`src/rtl/core/sed_pkg.sv`:
```
// Types and constants shared by the string escape decoder.
// No dependencies; imported by string_escape_decoder.
package sed_pkg;

  // Decoder mode, one-hot
  typedef enum logic [2:0] {
    MODE_NORMAL = 3'b001,
    MODE_ESCAPE = 3'b010,
    MODE_OCTAL  = 3'b100
  } mode_t;

  // Result status codes
  localparam logic [1:0] ST_OK       = 2'd0;
  localparam logic [1:0] ST_UNKNOWN  = 2'd1;
  localparam logic [1:0] ST_OVERFLOW = 2'd2;

  // Character codes
  localparam logic [7:0] CH_BACKSLASH = 8'h5C;
  localparam logic [7:0] CH_QUOTE     = 8'h22;
  localparam logic [7:0] CH_N         = 8'h6E;
  localparam logic [7:0] CH_T         = 8'h74;
  localparam logic [7:0] CH_NEWLINE   = 8'h0A;
  localparam logic [7:0] CH_TAB       = 8'h09;
  localparam logic [7:0] CH_NUL       = 8'h00;
  localparam logic [4:0] OCT_PREFIX   = 5'b00110;  // '0'..'7' share these upper bits

  localparam logic [7:0] OVERFLOW_BYTE = 8'h40;
  localparam logic [1:0] OCT_LAST_CNT  = 2'd2;     // digits held before the third arrives

  // One decoded word
  typedef struct packed {
    logic [7:0] byte_out;
    logic       eos;
    logic [1:0] status;
  } res_t;

  // Build the word for a finished octal escape
  function automatic res_t oct_word(input logic [8:0] val, input logic eos);
    res_t r;
    r.eos = eos;
    if (val[8]) begin
      r.byte_out = OVERFLOW_BYTE;
      r.status   = ST_OVERFLOW;
    end else begin
      r.byte_out = val[7:0];
      r.status   = ST_OK;
    end
    return r;
  endfunction

endpackage

```
`src/rtl/core/string_escape_decoder.sv`:
```
// String literal escape decoder: one raw character in, zero to two decoded words out.
// Depends on sed_pkg (mode type, status codes, character constants).
//
//  channel | signals                                    | dir | word
//  --------+--------------------------------------------+-----+------------------------------
//  in      | in_valid, in_stall, ch, is_last            | in  | one raw character + end mark
//  out     | out_valid, out_stall, byte_out,            | out | one decoded byte, end mark,
//          | end_of_string, status                      |     | status
//
// Each character is decoded in the cycle it is accepted and its words land in a
// three-entry result queue; the first word is visible the next cycle.
// One character per cycle is sustained while out_stall is low; a character that flushes a
// pending octal escape and yields a second word holds the input until the queue drain
// of one word per cycle catches up (input stalls while two or more words are queued).
// Reset (rst, synchronous) empties the queue and returns to normal mode.
// out_stall only holds the queue head; input keeps flowing until two words are queued.
module string_escape_decoder (
  input  logic       clk,
  input  logic       rst,
  input  logic       in_valid,
  output logic       in_stall,
  input  logic [7:0] ch,
  input  logic       is_last,
  output logic       out_valid,
  input  logic       out_stall,
  output logic [7:0] byte_out,
  output logic       end_of_string,
  output logic [1:0] status
);
  import sed_pkg::*;

  localparam int QDEPTH = 3;

  mode_t      mode, mode_next;
  logic [8:0] oct_val, oct_val_next;
  logic [1:0] dig_cnt, dig_cnt_next;

  res_t       queue [QDEPTH];
  logic [1:0] rd_ptr, wr_ptr, wr_ptr1;
  logic [1:0] count, count_next;

  logic       in_acc, out_acc;
  logic [1:0] n_res;
  res_t       res0, res1;
  logic       is_oct;
  logic [2:0] digit;
  logic [8:0] oct_grow;

  assign in_acc   = in_valid && !in_stall;
  assign out_acc  = out_valid && !out_stall;
  assign in_stall = count > 2'd1;

  assign is_oct   = ch[7:3] == OCT_PREFIX;
  assign digit    = ch[2:0];
  assign oct_grow = {oct_val[5:0], digit};

  // Decode one character into up to two words and the next mode
  always_comb begin
    mode_next    = mode;
    oct_val_next = oct_val;
    dig_cnt_next = dig_cnt;
    n_res        = 2'd0;
    res0         = '{byte_out: ch, eos: is_last, status: ST_OK};
    res1         = '{byte_out: ch, eos: is_last, status: ST_OK};
    case (mode)
      MODE_ESCAPE: begin
        mode_next = MODE_NORMAL;
        n_res     = 2'd1;
        if (ch == CH_N) begin
          res0.byte_out = CH_NEWLINE;
        end else if (ch == CH_T) begin
          res0.byte_out = CH_TAB;
        end else if (ch == CH_BACKSLASH || ch == CH_QUOTE) begin
          res0.byte_out = ch;
        end else if (is_oct) begin
          if (is_last) begin
            res0 = oct_word({6'd0, digit}, 1'b1);
          end else begin
            n_res        = 2'd0;
            mode_next    = MODE_OCTAL;
            oct_val_next = {6'd0, digit};
            dig_cnt_next = 2'd1;
          end
        end else begin
          res0.status = ST_UNKNOWN;
        end
      end
      MODE_OCTAL: begin
        if (is_oct) begin
          if (dig_cnt == OCT_LAST_CNT || is_last) begin
            n_res        = 2'd1;
            res0         = oct_word(oct_grow, is_last);
            mode_next    = MODE_NORMAL;
            oct_val_next = '0;
            dig_cnt_next = '0;
          end else begin
            oct_val_next = oct_grow;
            dig_cnt_next = dig_cnt + 2'd1;
          end
        end else begin
          // flush the pending value, then treat ch as a normal character
          res0         = oct_word(oct_val, 1'b0);
          oct_val_next = '0;
          dig_cnt_next = '0;
          mode_next    = MODE_NORMAL;
          n_res        = 2'd2;
          if (ch == CH_BACKSLASH) begin
            if (is_last) begin
              res1 = '{byte_out: CH_NUL, eos: 1'b1, status: ST_UNKNOWN};
            end else begin
              n_res     = 2'd1;
              mode_next = MODE_ESCAPE;
            end
          end
        end
      end
      default: begin
        mode_next = MODE_NORMAL;
        n_res     = 2'd1;
        if (ch == CH_BACKSLASH) begin
          if (is_last) begin
            res0 = '{byte_out: CH_NUL, eos: 1'b1, status: ST_UNKNOWN};
          end else begin
            n_res     = 2'd0;
            mode_next = MODE_ESCAPE;
          end
        end
      end
    endcase
    // end of literal: start the next one clean
    if (is_last) begin
      mode_next    = MODE_NORMAL;
      oct_val_next = '0;
      dig_cnt_next = '0;
    end
  end

  // Advance decoder state on each accepted character
  always_ff @(posedge clk) begin
    if (rst) begin
      mode    <= MODE_NORMAL;
      oct_val <= '0;
      dig_cnt <= '0;
    end else if (in_acc) begin
      mode    <= mode_next;
      oct_val <= oct_val_next;
      dig_cnt <= dig_cnt_next;
    end
  end

  // Result queue pointers and fill count
  assign wr_ptr1    = (wr_ptr == 2'(QDEPTH - 1)) ? 2'd0 : wr_ptr + 2'd1;
  assign count_next = count + (in_acc ? n_res : 2'd0) - {1'b0, out_acc};

  always_ff @(posedge clk) begin
    if (rst) begin
      rd_ptr <= '0;
      wr_ptr <= '0;
      count  <= '0;
    end else begin
      count <= count_next;
      if (out_acc) begin
        rd_ptr <= (rd_ptr == 2'(QDEPTH - 1)) ? 2'd0 : rd_ptr + 2'd1;
      end
      if (in_acc) begin
        case (n_res)
          2'd1:    wr_ptr <= wr_ptr1;
          2'd2:    wr_ptr <= (wr_ptr1 == 2'(QDEPTH - 1)) ? 2'd0 : wr_ptr1 + 2'd1;
          default: wr_ptr <= wr_ptr;
        endcase
      end
    end
  end

  // Write decoded words into the queue
  always_ff @(posedge clk) begin
    if (in_acc && n_res != 2'd0) begin
      queue[wr_ptr] <= res0;
    end
    if (in_acc && n_res == 2'd2) begin
      queue[wr_ptr1] <= res1;
    end
  end

  // Drive the queue head
  assign out_valid     = count != 2'd0;
  assign byte_out      = queue[rd_ptr].byte_out;
  assign end_of_string = queue[rd_ptr].eos;
  assign status        = queue[rd_ptr].status;

  // Checks
  a_queue_bound: assert property (@(posedge clk) disable iff (rst)
    count <= 2'(QDEPTH))
    else $error("result queue over capacity");

  a_idle_state_clean: assert property (@(posedge clk) disable iff (rst)
    mode != MODE_OCTAL |-> (oct_val == 9'd0 && dig_cnt == 2'd0))
    else $error("octal state left over outside octal mode");

  a_octal_digits: assert property (@(posedge clk) disable iff (rst)
    mode == MODE_OCTAL |-> (dig_cnt == 2'd1 || dig_cnt == 2'd2))
    else $error("bad octal digit count");

  a_last_resets: assert property (@(posedge clk) disable iff (rst)
    in_acc && is_last |=> mode == MODE_NORMAL)
    else $error("mode not normal after end of literal");

  a_stall_room: assert property (@(posedge clk) disable iff (rst)
    in_acc |=> count <= 2'(QDEPTH))
    else $error("accepted character overran the queue");

endmodule
```
`config.mk`:
```
export PLATFORM = sky130hd
export DESIGN_NAME = string_escape_decoder
export DESIGN_NICKNAME = d
export VERILOG_FILES = /design/src/rtl/core/sed_pkg.sv /design/src/rtl/core/string_escape_decoder.sv
export SDC_FILE = /design/constraint.sdc
export NUM_CORES = 1
export LEC_CHECK = 0
export BUFFER_PORTS_ARGS = -buffer_cell sky130_fd_sc_hd__buf_2
export CAP_MARGIN = 10
export CORE_ASPECT_RATIO = 1.1
export CORE_MARGIN = 2
export CORE_UTILIZATION = 40
export DETAILED_ROUTE_END_ITERATION = 12
export GPL_TIMING_DRIVEN = 0
export PLACE_DENSITY = 0.56
export SYNTH_ARGS = -nofsm -noshare
export SYNTH_HDL_FRONTEND = slang
export SYNTH_SLANG_ARGS = --single-unit
```
`constraint.sdc`:
```
create_clock -name clk -period 7 [get_ports clk]
set_clock_uncertainty 0.15 [all_clocks]
set_input_delay 1.4 -clock clk [delete_from_list [all_inputs] [get_ports clk]]
set_output_delay 1.4 -clock clk [all_outputs]
set_load 0.05 [all_outputs]
```
=== Word level (Yosys, flattened, before mapping) ===
Memory sizes are Yosys's and may differ from the RTL's. A register that Yosys moved wholly into a read port is not among the register bits.
Cells that the tools add are included.

* Bits in registers: 20
* Memory bits (writable): 33
* Bits of input ports: 13
* Output and inout bits: 13
* Memories kept: 1

{| class="wikitable"
|+ Memories
! name !! words !! width !! read ports !! clocked after memory_dff !! write ports !! line !! text
|-
| queue || 3 || 11 || 1 || 1 || 2 || string_escape_decoder.sv:38 || <nowiki>res_t queue [QDEPTH];</nowiki>
|}

* Add/sub/neg operators: 6
* Magnitude comparators: 1
* Equal/unequal tests: 18
* Muxes and demuxes: 67
* Reduce and logical (&&, ||, !) cells: 15

{| class="wikitable"
|+ Operators by type and width
! operator !! count
|-
| 11-bit 2-to-1 mux || 7
|-
| 9-bit 2-to-1 mux || 8
|-
| 2-bit 2-to-1 mux || 21
|-
| 8-bit 2-to-1 mux || 5
|-
| 3-bit 2-to-1 mux || 10
|-
| 8-bit by 7-bit == test with 1-bit output (second input constant) || 3
|-
| 11-bit case mux with 2 select lines || 1
|-
| 9-bit case mux with 2 select lines || 1
|-
| 3-bit inequality test (second input constant) || 4
|-
| 2-bit case mux with 2 select lines || 3
|-
| 2-bit == test (second input constant) || 5
|-
| 1-bit 2-to-1 mux || 10
|-
| 2-bit by 1-bit adder with 2-bit output (second input constant) || 4
|-
| 8-bit by 6-bit == test with 1-bit output (second input constant) || 1
|-
| 3-bit case mux with 2 select lines || 1
|-
| 6-bit AND reduction || 1
|-
| 2-bit nonzero test || 3
|-
| 5-bit by 3-bit == test with 1-bit output (second input constant) || 1
|-
| 1-bit logical AND || 4
|-
| 4-bit inequality test (second input constant) || 1
|-
| 2-bit AND reduction || 2
|-
| 3-bit by 2-bit == test with 1-bit output (second input constant) || 1
|-
| 3-bit == test (second input constant) || 1
|-
| 3-bit nonzero test || 1
|-
| other kinds (6) || 8
|}

=== Logic depth before layout (Yosys ltp) ===
* Word-level depth: 10
* Mapped depth: 13
* Depth with buffers taken out: 13

=== Worst setup path before layout ===
Ideal clock, no wire load.

* Path type: input-to-reg
* From: input port ch[5]
* To: memory queue[1][1] in the netlist's numbering
* Library setup time: 121 ps
* Data arrival time: 3808 ps
* Required time: 6729 ps
* Slack: 2921 ps
* Cell stages on the path: 11
* Cells stage by stage: clkbuf_2 -> or4b_4 -> nor2_1 -> buf_6 -> nand3_1 -> o211ai_1 -> ha_1 -> buf_2 -> nand3_1 -> nand2_1 -> a2bb2o_1

{| class="wikitable"
|+ RTL lines
! element !! line !! text
|-
| from (decl) || string_escape_decoder.sv:22 || <nowiki>input logic [7:0] ch,</nowiki>
|-
| to (decl) || string_escape_decoder.sv:38 ||
|}

==> impl_metrics.yaml <==
status:
  status: "finished, final reports clean"
synthesis:
  syn-instance-count: 357
  asyncSetResetFlopFracSynth_pct: 0
  synth-edff-count: 30
  seq_area_frac_synth_pct: 43.1
  synth_cell_type_count: 58
  post_synth.cell_area_avg_um2: 9.11
  mappedNetlistArea_um2: 3250
  synth_flop_cell: "edfxtp_1"
  synthesis.yosys.warnings: 0
  yosys_register_bits: 55
  syn_nets: 375
finish:
  area_of_the_multi_input_gates_um2: 1710
  drive_above_1_share_pct: 14.9
  ff_latch_area_um2: 1400
  areaGrowthSynthToFinish_pct: 11.0
  nNetsFinal: 407
  insertedDiodeCount: 0
  fillerInstances: 815
die:
  std_cell_rows: 34
  floorplan.initialDensity_pct: 41.1
  fp.dieH_um: 98.6
  pin_count: 26
  coreArea_um2: 7910
  die_x_um: 90.0
  die_area_um2: 8870
timing:
  grt_setup_unrepaired: "no"
  maxClockFrequency_mhz: 220
  maxSlewViolCount: 0
  finalSetupViolations: 0
  post-route-worst-setup-slack_ps: 2450
  post-route-min-period_ps: 4550
  timing_hold_violations_final: 0
  max_slew.worst_pin.slew_ps: 1230
  relSlewSlack_pct: 17.4
  period_share_pct: 65.0
  setup_total_negative_slack_ps: 0
global_routing:
  antenna_violations_before_repair: 0
  number_of_global_route_vias_before_repair: 2751
  grt_use_total_pct: 19.2
  globalRoute.totalOverflow: 0
  grt_start_max_net_pins: 19
  global_route_wire_length_before_repair_um: 13900
cts:
  numCtsBuffers: 5
  numClockSinks: 55
  ctsLongestPathBuffers: 2
  post_cts_hold_buffer_count: 0
  h-tree-depth: 2
  postCtsSetupRepairBufs: 0
  clockRootBuffer: "clkbuf_8"
  tritoncts: "built"
  clk_latency_ps: 310
  cts.repair.resized: 0
  cts.clk_slew.worst_paths_ps: 110
setup_path:
  critPathKind: "in -> reg"
  cp.required_ps: 6820
  worstPathCellList: "buf_2, nor4b_4, a21oi_1, nand2_1, o211ai_1, ha_1, nor4_1, nor2_1, inv_1"
  timing.critical_path.from_type: "input pin"
  cp_slowest_cell: "nor4_1"
  slowest_delay_ps: 990
  arrival_ps: 4380
  critical_path_fanouts_max: 10
  critPathCaptureType: "flop"
route:
  dr.first_iter.drc_count: 233
  met3WireLength_um: 351
  drt-total-wl_um: 8220
  top_signal_layer_used: "met4"
  drt-wirelength-per-cell_um: 16.5
  via_per_inst: 5.65
  via_count: 2815
  detail_route.drc_violations: 0
  m1WireLength_um: 3730
  dr_wl_met2_um: 3950
  route.antenna.remaining_nets: 0
  drt_first_pass_iters: 5
pwr:
  sw_frac_of_total_pct: 38.6
  sequentialPowerShare_pct: 44.6
  leakagePower_nw: 1.29
  vdd_ir_drop_max_v: 0.0000851
  clkPwrFrac_pct: 20.8
  power_per_cell_area_nw_per_um2: 243
  internal_portion_of_total_power_uw: 539
  power.share.combinational_pct: 34.6
  power.switching_uw: 339
placed_design:
  post-place-ws_ps: 2180
  portBuffers: 24
  dp_hpwl_um: 6280
  globalplace.congestion: 0.838
flow_run:
  drv.max_cap_violation_count: 0
worst_hold_path:
  min_path_type: "reg -> reg"
==> power by group through the flow <==
stage                     logic, mW  clock network, mW  registers, mW
after detailed placement      0.304                  0          0.400
after CTS                     0.305              0.190          0.392
after global placement        0.302                  0          0.399
after global routing          0.332              0.199          0.397
after floorplan               0.238                  0          0.396
final                         0.304              0.182          0.392
==> Yosys cell counts (3+ instances only) <==
library cell | number | area [um^2]
a21o_1 | 4 | 30.0
a21oi_1 | 27 | 135
a22o_1 | 13 | 114
a31oi_1 | 8 | 50.1
buf_2 | 5 | 25.0
clkbuf_1 | 12 | 45.0
dfxtp_1 | 25 | 500
edfxtp_1 | 30 | 901
ha_1 | 5 | 62.6
inv_1 | 13 | 48.8
mux2i_1 | 12 | 120
nand2_1 | 31 | 116
nand2b_1 | 13 | 81.3
nand3_1 | 18 | 90.1
nand3b_1 | 4 | 30.0
nor2_1 | 23 | 86.3
nor2b_1 | 4 | 25.0
nor3_1 | 9 | 45.0
nor3b_1 | 4 | 30.0
o211ai_1 | 4 | 30.0
o21ai_0 | 26 | 130
o21ai_1 | 3 | 15.0
o221ai_1 | 3 | 26.3
o22ai_1 | 15 | 93.8
or2_2 | 4 | 25.0
xnor2_1 | 3 | 26.3
==> sequential cells by signal, summed over array words and instances (netlist names), named ones only <==
register / cells
queue: 33
dig_cnt: 2
rd_ptr: 2
count: 2
wr_ptr: 2
mode: 3
oct_val: 9
==> routing by layer <==
metal | track usage, % | vias up
met5 | 0 | -
met4 | 5.80 | 0
met3 | 2.83 | 16
met2 | 33.4 | 73
met1 | 25.1 | 1321
li1 | - | 1405
==> layout make-up <==
cell class | instances | share of cell area [%]
well taps | 108 | 3.74
clock inverters | 3 | 0.624
multi-input cells | 269 | 47.4
flip-flops and latches | 55 | 38.8
plain buffers | 20 | 2.50
clock buffers | 5 | 1.91
repair buffers | 25 | 3.64
inverters | 13 | 1.35
==> worst max-delay path: cells and delay by family <==
kind / cells / cell delay (ps)
fa+ha+maj: 1 / 270
buf+inv: 2 / 530
compound gates: 2 / 360
simple gates: 4 / 1810
==> placed cells by master, fill, tap and decap left out, types with 9 or more instances in the layout <==
cell type,synthesis,final
inv_1,13,13
nand3_1,18,18
edfxtp_1,30,30
clkbuf_1,12,12
o22ai_1,15,15
dfxtp_1,25,25
buf_2,5,29
nor2_1,23,23
a21oi_1,27,27
nand2b_1,13,13
mux2i_1,12,12
o21ai_0,26,26
nand2_1,31,31
a22o_1,13,13
nor3_1,9,9
==> through the flow <==
step / power (mW) / std cells / util, % / area [um^2] / hold slack [ps]
final: 0.878 / 498 / 45.6 / 3610 / 333
after global routing: 0.928 / 498 / 45.6 / 3610 / 364
after CTS: 0.888 / 498 / 45.6 / 3610 / 334
after detailed placement: 0.704 / 490 / 44.5 / 3520 / 318
after global placement: 0.701 / 489 / 44.3 / 3510 / 308
after floorplan: 0.634 / 357 / - / 3250 / 295
==> logic make-up after synthesis <==
kind of cell	after synthesis	synth area share [%]
buf+inv	33	4.27
xor+xnor	3	0.808
fa+ha+maj	5	1.92
compound gates	116	23.1
simple gates	133	23.1
mux	12	3.69
flops	55	43.1
==> worst paths after layout <==
| kind | endpoint | from | slack (ps) | cells after the start |
|---|---|---|---|---|
| hold / removal | dig_cnt[1] | dig_cnt[1] | 330 | 2 |
| setup / recovery | queue[0][0] | ch[3] | 2450 | 9 |
| hold reg to reg | dig_cnt[1] | dig_cnt[1] | 330 | 2 |
| setup reg to reg | queue[0][0] | mode[0] | 3260 | 9 |
Power figures use the tool's default switching activity.
